File: src/rtl/sts_pkg.sv
`timescale 1ns / 1ps

package sts_pkg;

	localparam int KEYWORD_COUNT = 22;
	localparam int KW_BYTES      = 8;
	localparam int FIFO_DEPTH    = 4;

	typedef logic [4:0] kind_t;

	localparam kind_t KIND_TEXT    = 5'd0;
	localparam kind_t KIND_IDENT   = 5'd1;
	localparam kind_t KIND_NUMBER  = 5'd2;
	localparam kind_t KIND_LITERAL = 5'd3;
	localparam kind_t KIND_KEYWORD = 5'd4;
	localparam kind_t KIND_COLON   = 5'd5;
	localparam kind_t KIND_SEMI    = 5'd6;
	localparam kind_t KIND_HASH    = 5'd7;
	localparam kind_t KIND_LBRACE  = 5'd8;
	localparam kind_t KIND_RBRACE  = 5'd9;
	localparam kind_t KIND_LPAREN  = 5'd10;
	localparam kind_t KIND_RPAREN  = 5'd11;
	localparam kind_t KIND_COMMA   = 5'd12;
	localparam kind_t KIND_DOLLAR  = 5'd13;
	localparam kind_t KIND_ASSIGN  = 5'd14;
	localparam kind_t KIND_EQ      = 5'd15;
	localparam kind_t KIND_LT      = 5'd16;
	localparam kind_t KIND_LE      = 5'd17;
	localparam kind_t KIND_GT      = 5'd18;
	localparam kind_t KIND_GE      = 5'd19;
	localparam kind_t KIND_AMP     = 5'd20;
	localparam kind_t KIND_ANDAND  = 5'd21;
	localparam kind_t KIND_BAR     = 5'd22;
	localparam kind_t KIND_OROR    = 5'd23;
	localparam kind_t KIND_DONE    = 5'd24;
	localparam kind_t KIND_ERROR   = 5'd25;
	localparam kind_t KIND_SLASH   = 5'd26;

	localparam logic [7:0] CH_NUL    = 8'h00;
	localparam logic [7:0] CH_TAB    = 8'h09;
	localparam logic [7:0] CH_LF     = 8'h0A;
	localparam logic [7:0] CH_CR     = 8'h0D;
	localparam logic [7:0] CH_SPACE  = 8'h20;
	localparam logic [7:0] CH_QUOTE  = 8'h22;
	localparam logic [7:0] CH_HASH   = 8'h23;
	localparam logic [7:0] CH_DOLLAR = 8'h24;
	localparam logic [7:0] CH_AMP    = 8'h26;
	localparam logic [7:0] CH_LPAREN = 8'h28;
	localparam logic [7:0] CH_RPAREN = 8'h29;
	localparam logic [7:0] CH_STAR   = 8'h2A;
	localparam logic [7:0] CH_COMMA  = 8'h2C;
	localparam logic [7:0] CH_DOT    = 8'h2E;
	localparam logic [7:0] CH_SLASH  = 8'h2F;
	localparam logic [7:0] CH_ZERO   = 8'h30;
	localparam logic [7:0] CH_NINE   = 8'h39;
	localparam logic [7:0] CH_COLON  = 8'h3A;
	localparam logic [7:0] CH_SEMI   = 8'h3B;
	localparam logic [7:0] CH_LT     = 8'h3C;
	localparam logic [7:0] CH_EQ     = 8'h3D;
	localparam logic [7:0] CH_GT     = 8'h3E;
	localparam logic [7:0] CH_UC_A   = 8'h41;
	localparam logic [7:0] CH_UC_X   = 8'h58;
	localparam logic [7:0] CH_UC_Z   = 8'h5A;
	localparam logic [7:0] CH_UNDER  = 8'h5F;
	localparam logic [7:0] CH_LC_A   = 8'h61;
	localparam logic [7:0] CH_LC_X   = 8'h78;
	localparam logic [7:0] CH_LC_Z   = 8'h7A;
	localparam logic [7:0] CH_LBRACE = 8'h7B;
	localparam logic [7:0] CH_BAR    = 8'h7C;
	localparam logic [7:0] CH_RBRACE = 8'h7D;

	// keyword text, right-justified and zero-padded, as the byte window holds it
	localparam logic [8*KW_BYTES-1:0] KW_TEXT [KEYWORD_COUNT] = '{
		"if", "else", "endif", "for", "while", "switch", "case", "do",
		"break", "continue", "goto", "unsigned", "enum", "typedef", "struct",
		"include", "define", "state", "cts", "stc", "start", "end"
	};

	typedef enum logic [12:0] {
		MODE_START  = 13'b0000000000001,
		MODE_IDENT  = 13'b0000000000010,
		MODE_NUMBER = 13'b0000000000100,
		MODE_STRING = 13'b0000000001000,
		MODE_EQ     = 13'b0000000010000,
		MODE_LT     = 13'b0000000100000,
		MODE_GT     = 13'b0000001000000,
		MODE_AMP    = 13'b0000010000000,
		MODE_BAR    = 13'b0000100000000,
		MODE_SLASH  = 13'b0001000000000,
		MODE_LINEC  = 13'b0010000000000,
		MODE_BLOCK  = 13'b0100000000000,
		MODE_BSTAR  = 13'b1000000000000
	} mode_t;

	typedef struct packed {
		kind_t       kind;
		logic [4:0]  kw;
		logic [7:0]  chr;
		logic [15:0] line;
		logic [5:0]  len;
		logic        ovf;
		logic        last;
	} res_t;

	typedef struct packed {
		logic       hit;
		logic [4:0] idx;
	} kw_res_t;

	function automatic kw_res_t kw_lookup(logic [8*KW_BYTES-1:0] w);
		kw_res_t r;
		r = '0;
		for (int i = KEYWORD_COUNT - 1; i >= 0; i--) begin
			if (w == KW_TEXT[i]) begin
				r.hit = 1'b1;
				r.idx = 5'(i);
			end
		end
		return r;
	endfunction

endpackage

File: src/rtl/script_token_scanner.sv
`timescale 1ns / 1ps

// Streaming scanner for a small C-like script language. One source byte per
// word enters on the char channel; a zero byte ends the text and resets the
// line count. Each byte gives zero, one or two result words on the token
// channel: echoed text bytes of identifiers, numbers and literals, a kind word
// when a token ends (keywords named by index), operators, punctuation, errors
// and done. A byte is taken every cycle while the input does not stall; it is
// held in an input register, then its results go into a four-word output
// queue that drains one word per cycle while the token channel does not stall,
// so bytes that give two words run at the output's pace. Input stalls while a
// byte waits in the input register and the queue holds more than two words.
module script_token_scanner #(
	parameter int MAX_TOKEN_LEN = 32
) (
	input  logic        clk,
	input  logic        arst_n,
	input  logic        char_valid,
	output logic        char_stall,
	input  logic [7:0]  char_code,
	output logic        token_valid,
	input  logic        token_stall,
	output logic [4:0]  token_kind,
	output logic [4:0]  keyword_index,
	output logic [7:0]  text_char,
	output logic [15:0] line_number,
	output logic [5:0]  text_length,
	output logic        length_overflow,
	output logic        last_of_run
);

	localparam logic [5:0] MAX_LEN = 6'(MAX_TOKEN_LEN);
	localparam int PTR_W = $clog2(sts_pkg::FIFO_DEPTH);
	localparam int CNT_W = $clog2(sts_pkg::FIFO_DEPTH + 1);

	typedef struct packed {
		logic [5:0]  cnt;
		logic        over;
		logic [63:0] win;
		logic [7:0]  prev;
		logic        echo;
	} tok_t;

	function automatic tok_t take(logic [5:0] cnt, logic over, logic [63:0] win,
		logic [7:0] b);
		tok_t t;
		t.cnt  = cnt;
		t.over = over;
		t.echo = 1'b0;
		if (cnt < MAX_LEN) begin
			t.cnt  = cnt + 6'd1;
			t.echo = 1'b1;
		end else begin
			t.over = 1'b1;
		end
		t.win  = {win[55:0], b};
		t.prev = b;
		return t;
	endfunction

	logic               valid_s1;
	logic [7:0]         char_s1;
	sts_pkg::mode_t     mode_q, mode_v;
	logic [15:0]        line_q, line_v;
	logic [5:0]         cnt_q, cnt_v;
	logic               over_q, over_v;
	logic [63:0]        win_q, win_v;
	logic [7:0]         prev_q, prev_v;

	sts_pkg::res_t      fifo_q [sts_pkg::FIFO_DEPTH];
	logic [PTR_W-1:0]   rd_ptr_q, wr_ptr_q;
	logic [CNT_W-1:0]   fcnt_q;

	sts_pkg::res_t      res_v [2];
	logic [1:0]         n_v;
	logic               s1_go, proc, pop;
	logic [1:0]         push_n;
	sts_pkg::kw_res_t   kw;
	logic               kw_ok;
	tok_t               tk;
	logic               b_alpha, b_digit;
	logic               take1, take2, fin, fresh, bump1;
	sts_pkg::kind_t     fin_kind, single_kind;
	logic               single, err1;

	assign s1_go      = fcnt_q <= CNT_W'(2);
	assign char_stall = valid_s1 && !s1_go;
	assign proc       = valid_s1 && s1_go;
	assign pop        = token_valid && !token_stall;
	assign push_n     = proc ? n_v : 2'd0;

	assign kw    = sts_pkg::kw_lookup(win_q);
	assign kw_ok = kw.hit && !over_q && (cnt_q <= 6'd8);

	assign b_alpha = ((char_s1 >= sts_pkg::CH_LC_A) && (char_s1 <= sts_pkg::CH_LC_Z)) ||
		((char_s1 >= sts_pkg::CH_UC_A) && (char_s1 <= sts_pkg::CH_UC_Z));
	assign b_digit = (char_s1 >= sts_pkg::CH_ZERO) && (char_s1 <= sts_pkg::CH_NINE);

	always_comb begin
		mode_v      = mode_q;
		line_v      = line_q;
		cnt_v       = cnt_q;
		over_v      = over_q;
		win_v       = win_q;
		prev_v      = prev_q;
		n_v         = 2'd0;
		res_v[0]    = '0;
		res_v[1]    = '0;
		take1       = 1'b0;
		take2       = 1'b0;
		fin         = 1'b0;
		fin_kind    = sts_pkg::KIND_IDENT;
		single      = 1'b0;
		single_kind = sts_pkg::KIND_ASSIGN;
		err1        = 1'b0;
		bump1       = 1'b0;
		fresh       = 1'b0;
		tk          = '0;

		unique case (mode_q)
			sts_pkg::MODE_IDENT: begin
				if (b_alpha || b_digit || char_s1 == sts_pkg::CH_UNDER) begin
					take1 = 1'b1;
				end else begin
					fin      = 1'b1;
					fin_kind = sts_pkg::KIND_IDENT;
					fresh    = 1'b1;
				end
			end
			sts_pkg::MODE_NUMBER: begin
				if (b_digit || char_s1 == sts_pkg::CH_DOT ||
					((char_s1 == sts_pkg::CH_LC_X || char_s1 == sts_pkg::CH_UC_X) &&
					prev_q == sts_pkg::CH_ZERO)) begin
					take1 = 1'b1;
				end else begin
					fin      = 1'b1;
					fin_kind = sts_pkg::KIND_NUMBER;
					fresh    = 1'b1;
				end
			end
			sts_pkg::MODE_STRING: begin
				if (char_s1 == sts_pkg::CH_QUOTE) begin
					fin      = 1'b1;
					fin_kind = sts_pkg::KIND_LITERAL;
				end else if (char_s1 == sts_pkg::CH_NUL) begin
					err1  = 1'b1;
					fresh = 1'b1;
				end else begin
					take1 = 1'b1;
					bump1 = char_s1 == sts_pkg::CH_LF;
				end
			end
			sts_pkg::MODE_EQ, sts_pkg::MODE_LT, sts_pkg::MODE_GT: begin
				single = 1'b1;
				mode_v = sts_pkg::MODE_START;
				if (char_s1 == sts_pkg::CH_EQ) begin
					single_kind = (mode_q == sts_pkg::MODE_EQ) ? sts_pkg::KIND_EQ :
						(mode_q == sts_pkg::MODE_LT) ? sts_pkg::KIND_LE : sts_pkg::KIND_GE;
				end else begin
					single_kind = (mode_q == sts_pkg::MODE_EQ) ? sts_pkg::KIND_ASSIGN :
						(mode_q == sts_pkg::MODE_LT) ? sts_pkg::KIND_LT : sts_pkg::KIND_GT;
					fresh = 1'b1;
				end
			end
			sts_pkg::MODE_AMP: begin
				single = 1'b1;
				mode_v = sts_pkg::MODE_START;
				if (char_s1 == sts_pkg::CH_AMP) begin
					single_kind = sts_pkg::KIND_ANDAND;
				end else begin
					single_kind = sts_pkg::KIND_AMP;
					fresh       = 1'b1;
				end
			end
			sts_pkg::MODE_BAR: begin
				single = 1'b1;
				mode_v = sts_pkg::MODE_START;
				if (char_s1 == sts_pkg::CH_BAR) begin
					single_kind = sts_pkg::KIND_OROR;
				end else begin
					single_kind = sts_pkg::KIND_BAR;
					fresh       = 1'b1;
				end
			end
			sts_pkg::MODE_SLASH: begin
				if (char_s1 == sts_pkg::CH_SLASH) begin
					mode_v = sts_pkg::MODE_LINEC;
				end else if (char_s1 == sts_pkg::CH_STAR) begin
					mode_v = sts_pkg::MODE_BLOCK;
				end else begin
					single      = 1'b1;
					single_kind = sts_pkg::KIND_SLASH;
					fresh       = 1'b1;
				end
			end
			sts_pkg::MODE_LINEC: begin
				if (char_s1 == sts_pkg::CH_NUL) begin
					fresh = 1'b1;
				end else if (char_s1 == sts_pkg::CH_LF) begin
					bump1  = 1'b1;
					mode_v = sts_pkg::MODE_START;
				end
			end
			sts_pkg::MODE_BLOCK, sts_pkg::MODE_BSTAR: begin
				if (char_s1 == sts_pkg::CH_NUL) begin
					fresh = 1'b1;
				end else if (char_s1 == sts_pkg::CH_SLASH && mode_q == sts_pkg::MODE_BSTAR) begin
					mode_v = sts_pkg::MODE_START;
				end else if (char_s1 == sts_pkg::CH_STAR) begin
					mode_v = sts_pkg::MODE_BSTAR;
				end else begin
					bump1  = char_s1 == sts_pkg::CH_LF;
					mode_v = sts_pkg::MODE_BLOCK;
				end
			end
			default: fresh = 1'b1;
		endcase

		// first part: the current token or pending operator
		if (take1) begin
			tk     = take(cnt_v, over_v, win_v, char_s1);
			cnt_v  = tk.cnt;
			over_v = tk.over;
			win_v  = tk.win;
			prev_v = tk.prev;
			if (tk.echo) begin
				res_v[n_v[0]].kind = sts_pkg::KIND_TEXT;
				res_v[n_v[0]].chr  = char_s1;
				res_v[n_v[0]].line = line_v;
				res_v[n_v[0]].len  = cnt_v;
				n_v = n_v + 2'd1;
			end
		end
		if (fin) begin
			res_v[n_v[0]].kind = (fin_kind == sts_pkg::KIND_IDENT && kw_ok) ?
				sts_pkg::KIND_KEYWORD : fin_kind;
			res_v[n_v[0]].kw   = (fin_kind == sts_pkg::KIND_IDENT && kw_ok) ? kw.idx : 5'd0;
			res_v[n_v[0]].line = line_v;
			res_v[n_v[0]].len  = cnt_q;
			res_v[n_v[0]].ovf  = over_q;
			n_v    = n_v + 2'd1;
			mode_v = sts_pkg::MODE_START;
		end
		if (err1) begin
			res_v[n_v[0]].kind = sts_pkg::KIND_ERROR;
			res_v[n_v[0]].line = line_v;
			n_v = n_v + 2'd1;
		end
		if (fin || err1) begin
			cnt_v  = '0;
			over_v = 1'b0;
			win_v  = '0;
			prev_v = '0;
		end
		if (single) begin
			res_v[n_v[0]].kind = single_kind;
			res_v[n_v[0]].line = line_v;
			n_v = n_v + 2'd1;
		end
		if (bump1 && line_v != 16'hFFFF) begin
			line_v = line_v + 16'd1;
		end

		// second part: the byte scanned from start
		if (fresh) begin
			mode_v = sts_pkg::MODE_START;
			unique case (char_s1)
				sts_pkg::CH_NUL: begin
					res_v[n_v[0]].kind = sts_pkg::KIND_DONE;
					res_v[n_v[0]].line = line_v;
					n_v    = n_v + 2'd1;
					line_v = 16'd1;
				end
				sts_pkg::CH_LF: begin
					if (line_v != 16'hFFFF) begin
						line_v = line_v + 16'd1;
					end
				end
				sts_pkg::CH_SPACE, sts_pkg::CH_TAB, sts_pkg::CH_CR: ;
				sts_pkg::CH_QUOTE: begin
					cnt_v  = '0;
					over_v = 1'b0;
					win_v  = '0;
					prev_v = '0;
					mode_v = sts_pkg::MODE_STRING;
				end
				sts_pkg::CH_EQ:    mode_v = sts_pkg::MODE_EQ;
				sts_pkg::CH_LT:    mode_v = sts_pkg::MODE_LT;
				sts_pkg::CH_GT:    mode_v = sts_pkg::MODE_GT;
				sts_pkg::CH_AMP:   mode_v = sts_pkg::MODE_AMP;
				sts_pkg::CH_BAR:   mode_v = sts_pkg::MODE_BAR;
				sts_pkg::CH_SLASH: mode_v = sts_pkg::MODE_SLASH;
				sts_pkg::CH_COLON, sts_pkg::CH_SEMI, sts_pkg::CH_HASH, sts_pkg::CH_LBRACE,
				sts_pkg::CH_RBRACE, sts_pkg::CH_LPAREN, sts_pkg::CH_RPAREN, sts_pkg::CH_COMMA,
				sts_pkg::CH_DOLLAR: begin
					unique case (char_s1)
						sts_pkg::CH_COLON:  res_v[n_v[0]].kind = sts_pkg::KIND_COLON;
						sts_pkg::CH_SEMI:   res_v[n_v[0]].kind = sts_pkg::KIND_SEMI;
						sts_pkg::CH_HASH:   res_v[n_v[0]].kind = sts_pkg::KIND_HASH;
						sts_pkg::CH_LBRACE: res_v[n_v[0]].kind = sts_pkg::KIND_LBRACE;
						sts_pkg::CH_RBRACE: res_v[n_v[0]].kind = sts_pkg::KIND_RBRACE;
						sts_pkg::CH_LPAREN: res_v[n_v[0]].kind = sts_pkg::KIND_LPAREN;
						sts_pkg::CH_RPAREN: res_v[n_v[0]].kind = sts_pkg::KIND_RPAREN;
						sts_pkg::CH_COMMA:  res_v[n_v[0]].kind = sts_pkg::KIND_COMMA;
						default:            res_v[n_v[0]].kind = sts_pkg::KIND_DOLLAR;
					endcase
					res_v[n_v[0]].line = line_v;
					n_v = n_v + 2'd1;
				end
				default: begin
					if (b_alpha || b_digit) begin
						take2  = 1'b1;
						mode_v = b_alpha ? sts_pkg::MODE_IDENT : sts_pkg::MODE_NUMBER;
					end else begin
						res_v[n_v[0]].kind = sts_pkg::KIND_ERROR;
						res_v[n_v[0]].line = line_v;
						n_v = n_v + 2'd1;
					end
				end
			endcase
		end
		if (take2) begin
			tk     = take(6'd0, 1'b0, 64'd0, char_s1);
			cnt_v  = tk.cnt;
			over_v = tk.over;
			win_v  = tk.win;
			prev_v = tk.prev;
			if (tk.echo) begin
				res_v[n_v[0]].kind = sts_pkg::KIND_TEXT;
				res_v[n_v[0]].chr  = char_s1;
				res_v[n_v[0]].line = line_v;
				res_v[n_v[0]].len  = cnt_v;
				n_v = n_v + 2'd1;
			end
		end

		if (n_v == 2'd1) begin
			res_v[0].last = 1'b1;
		end else if (n_v == 2'd2) begin
			res_v[1].last = 1'b1;
		end
	end

	always_ff @(posedge clk or negedge arst_n) begin
		if (!arst_n) begin
			valid_s1 <= 1'b0;
		end else if (!char_stall) begin
			valid_s1 <= char_valid;
		end
	end

	always_ff @(posedge clk) begin
		if (!char_stall && char_valid) begin
			char_s1 <= char_code;
		end
	end

	always_ff @(posedge clk or negedge arst_n) begin
		if (!arst_n) begin
			mode_q <= sts_pkg::MODE_START;
			line_q <= 16'd1;
			cnt_q  <= '0;
			over_q <= 1'b0;
			win_q  <= '0;
			prev_q <= '0;
		end else if (proc) begin
			mode_q <= mode_v;
			line_q <= line_v;
			cnt_q  <= cnt_v;
			over_q <= over_v;
			win_q  <= win_v;
			prev_q <= prev_v;
		end
	end

	always_ff @(posedge clk or negedge arst_n) begin
		if (!arst_n) begin
			rd_ptr_q <= '0;
			wr_ptr_q <= '0;
			fcnt_q   <= '0;
		end else begin
			rd_ptr_q <= rd_ptr_q + PTR_W'(pop);
			wr_ptr_q <= wr_ptr_q + PTR_W'(push_n);
			fcnt_q   <= fcnt_q + CNT_W'(push_n) - CNT_W'(pop);
		end
	end

	always_ff @(posedge clk) begin
		if (push_n != 2'd0) begin
			fifo_q[wr_ptr_q] <= res_v[0];
		end
		if (push_n == 2'd2) begin
			fifo_q[wr_ptr_q + PTR_W'(1)] <= res_v[1];
		end
	end

	assign token_valid     = fcnt_q != '0;
	assign token_kind      = fifo_q[rd_ptr_q].kind;
	assign keyword_index   = fifo_q[rd_ptr_q].kw;
	assign text_char       = fifo_q[rd_ptr_q].chr;
	assign line_number     = fifo_q[rd_ptr_q].line;
	assign text_length     = fifo_q[rd_ptr_q].len;
	assign length_overflow = fifo_q[rd_ptr_q].ovf;
	assign last_of_run     = fifo_q[rd_ptr_q].last;

`ifndef NO_ASSERTIONS
	a_fifo_bound: assert property (@(posedge clk) disable iff (!arst_n)
		fcnt_q <= CNT_W'(sts_pkg::FIFO_DEPTH))
		else $error("output queue overfilled");

	a_push_shows: assert property (@(posedge clk) disable iff (!arst_n)
		(push_n != 2'd0) |=> token_valid)
		else $error("pushed word not presented");

	a_done_last: assert property (@(posedge clk) disable iff (!arst_n)
		(token_valid && token_kind == sts_pkg::KIND_DONE) |-> last_of_run)
		else $error("done word not final of its byte");

	a_line_nonzero: assert property (@(posedge clk) disable iff (!arst_n)
		line_q != 16'd0)
		else $error("line counter reached zero");
`endif

endmodule

File: config.mk
export PLATFORM = sky130hd
export DESIGN_NAME = script_token_scanner
export DESIGN_NICKNAME = d
export VERILOG_FILES = /design/src/rtl/sts_pkg.sv /design/src/rtl/script_token_scanner.sv
export SDC_FILE = /design/constraint.sdc
export NUM_CORES = 1
export LEC_CHECK = 0
export BUFFER_PORTS_ARGS = -buffer_cell sky130_fd_sc_hd__buf_2
export CELL_PAD_IN_SITES_DETAIL_PLACEMENT = 1
export CELL_PAD_IN_SITES_GLOBAL_PLACEMENT = 2
export CORE_MARGIN = 2
export CORE_UTILIZATION = 30
export DETAILED_ROUTE_END_ITERATION = 8
export HOLD_SLACK_MARGIN = 0.05
export PLACE_DENSITY_LB_ADDON = 0.2
export SETUP_SLACK_MARGIN = 0.02
export SLEW_MARGIN = 20
export SYNTH_ARGS = -nofsm -noshare
export SYNTH_HDL_FRONTEND = slang
export SYNTH_SLANG_ARGS = --single-unit
File: constraint.sdc
create_clock -name clk -period 12.6 [get_ports clk]
set_input_delay 0.63 -clock clk [delete_from_list [all_inputs] [get_ports clk]]
set_output_delay 0.63 -clock clk [all_outputs]
set_load 0.02 [all_outputs]
==> out/metrics.cfg <==
[status]
status=completed

[grt]
track_usage=0.2101
grt_overflow=0
grt_pass1_wl_um=96570
grt_antenna_before_repair=5
grt_pass1_vias=14800
grt_max_degree=73

[routing]
drc=0
wl_um=63300
vias=14420
drt_iter0_markers=882
vias_per_cell=5.783
first_pass_iters=5
wl_per_cell_um=25.38
drtAntennaViolNets=0

[sta]
max_freq_mhz=143.3
fin_crit_ps=6978
slew_viol_final=0
slew_headroom=0.2794
final.setup_skew_ps=31.67
setup_viol=0
rsz0062_at_grt=false
fin_setup_tns_ps=0
hold_ws_ps=115.5
worst_slew_pin_slew_ps=1081
setup_ws_ps=5622
period_share=0.5538
report.final.hold_viol_count=0

[worst_setup_path]
critical-path-slowest-cell=or3_2
cp_top_family=simple AND/OR/NAND/NOR gates
cp.arrival_ps=7150
reg2regPathDepth=16
cp-start-kind=register
critPathBufInv=4
endpoint_kind=register
worstSetupPathType=register to register
path_max_fanout=42
slowest_delay_ps=830
crit_required_ps=12770
crit_path_cell_trace=or4_1, o221ai_1, o21ai_1, a211o_1, nand2_2, clkinv_1, ha_1, ha_1, inv_1, xnor2_1, buf_4, mux2i_1, o21ba_4, or3_2, o31ai_4, buf_4
cp.depth=16

[clocking]
clock_path_buffers=3
cts.sinks=292
cts_tree=yes
cts-hold-fix-buffers=0
cts_made_buffers=36
clock_latency_ps=560
post-cts-setup-buffers=0
cts_resized=0
cts-root-buf=clkbuf_16
htreeDepth=2
clk_pin_slew_worst_paths_ps=50

[place]
place_ws_ps=5599
place_hpwl_um=45790
placed_area_um2=18660
port_buffers=55
place_congestion=0.8697
dp_cells=2429

[pwr]
power_per_cell_area_nw_per_um2=229.2
vdd_drop_max_uv=106.8
design_power_total_mw=4.536
leakagePower_nw=7.516

[synth]
synth_cell_type_count=101
ys_seq_area_frac=0.4640
synthesis.area_um2=17650
syn-instance-count=1701
ys_warn_count=0
synth-edff-count=176
synth_area_per_cell_um2=10.38
synth-async-reset-ratio=0.3973
synth_seq_cells=292
ys.flop_type=edfxtp_1
synth_nets=1728

[floorplan]
ioPinCount=56
initial_core_util=0.3048
placeableCoreArea_um2=57920
rows=88
die_w_um=246.6
die_h_um=246.6
die_area_um2=60800

[layout]
area_growth_pct=12.13
final_cell_mix=edfxtp_1, nand2_1, nor2_1
fill_cells=6499
drive_above_1_share=0.1423
n_antenna_cell=0
fin_cells=2494
nNetsFinal=1729
final_area_um2=19790
finish.utilization=0.3418
layout_commonest_cell=edfxtp_1

[flow_run]
max_cap_violations=0

[hold_path]
hold_path.class=input port to async pin

## area by class of cell
class,count,area [um2],share of cell area
clock buffer,47,962.2,0.04861
clock inverter,18,166.4,0.008408
inverter,26,97.59,0.004931
multi-input combinational,1261,8914,0.4503
sequential,292,8193,0.4139
tap,765,957.2,0.04836
timing repair buffer,85,503.0,0.02541
## cells in the mapped netlist, types with 9 or more instances
library cell,n,area share
a22oi_1,10,0.0043
buf_2,18,0.0051
or2_2,10,0.0035
xor2_1,17,0.0084
or4_1,14,0.0060
xnor2_1,16,0.0079
mux4_2,42,0.054
a211oi_1,14,0.0060
nand2b_1,14,0.0050
mux2i_1,61,0.035
a21oi_1,69,0.020
clkbuf_1,88,0.019
nand3_1,51,0.014
nor4bb_1,11,0.0062
nor4_1,29,0.010
o31ai_1,15,0.0064
inv_1,25,0.0053
a221oi_1,9,0.0045
edfxtp_1,176,0.30
ha_1,14,0.0099
o21a_1,11,0.0047
and2_1,54,0.019
a31oi_1,21,0.0074
o211ai_1,14,0.0060
a22o_1,76,0.038
dfrtp_1,114,0.16
and3_1,16,0.0057
nor2_1,151,0.032
nor2b_1,11,0.0039
nand2_1,164,0.035
nand4_1,39,0.014
o21ai_0,81,0.023
nand3b_1,12,0.0051
nor3_1,48,0.014
## state kept, by name, indices dropped and copies added, names as in the netlist
signal and count:
fifo_q 168, win_q 64, line_q 16, mode_q 13, char_s1 8, prev_q 8, cnt_q 6, fcnt_q 3
rd_ptr_q 2, wr_ptr_q 2, over_q 1, valid_s1 1
## final timing paths
check,start,to,slack (ps)
min reg2reg,fcnt_q[2],fcnt_q[2],510
max in group asynchronous,arst_n,rd_ptr_q[1],11020
min,arst_n,win_q[36],120
max reg2reg,char_s1[1],fifo_q[0][29],5620
min in group clk,char_code[0],char_s1[0],300
max,char_s1[1],fifo_q[0][29],5620
## worst register-to-register path: cells and delay by family, from the launching register on
| kind | cells | cell delay [ps] |
|---|---|---|
| muxes | 1 | 160 |
| DFF | 1 | 720 |
| and+or+nand+nor | 3 | 1730 |
| AOI/OAI and AO/OA | 5 | 1550 |
| adders and majority gates | 2 | 950 |
| xor gates and xnor gates | 1 | 190 |
| buffers and inverters | 4 | 1290 |
## cells by family (layout without fill, tap and decap cells)
kind of cell / count (synthesis) / after routing / share of synthesized area
xor+xnor: 33 / 33 / 0.01637
flops: 292 / 292 / 0.4640
buf+inv: 148 / 176 / 0.03615
compound gates: 399 / 399 / 0.1599
mux: 111 / 111 / 0.09456
simple gates: 703 / 703 / 0.2180
fa+ha+maj: 15 / 15 / 0.01106
## metal layers
metal  share of wire  vias to the layer above  track usage
met4           0.025                        0      0.06095
met2            0.46                      348       0.3315
met3           0.052                       97      0.03453
li1                -                     6539            -
met5               0                        -            0
met1            0.47                     7439       0.2956
## power breakdown
part | leakage, nW | total [mW] | internal (mW) | switching [mW]
Sequential | 3.17 | 1.55 | 1.35 | 0.194
Combinational | 3.80 | 1.97 | 0.696 | 1.28
Clock | 0.547 | 1.02 | 0.584 | 0.431
Total | 7.52 | 4.54 | 2.63 | 1.90
Power figures use the tool's default switching activity.
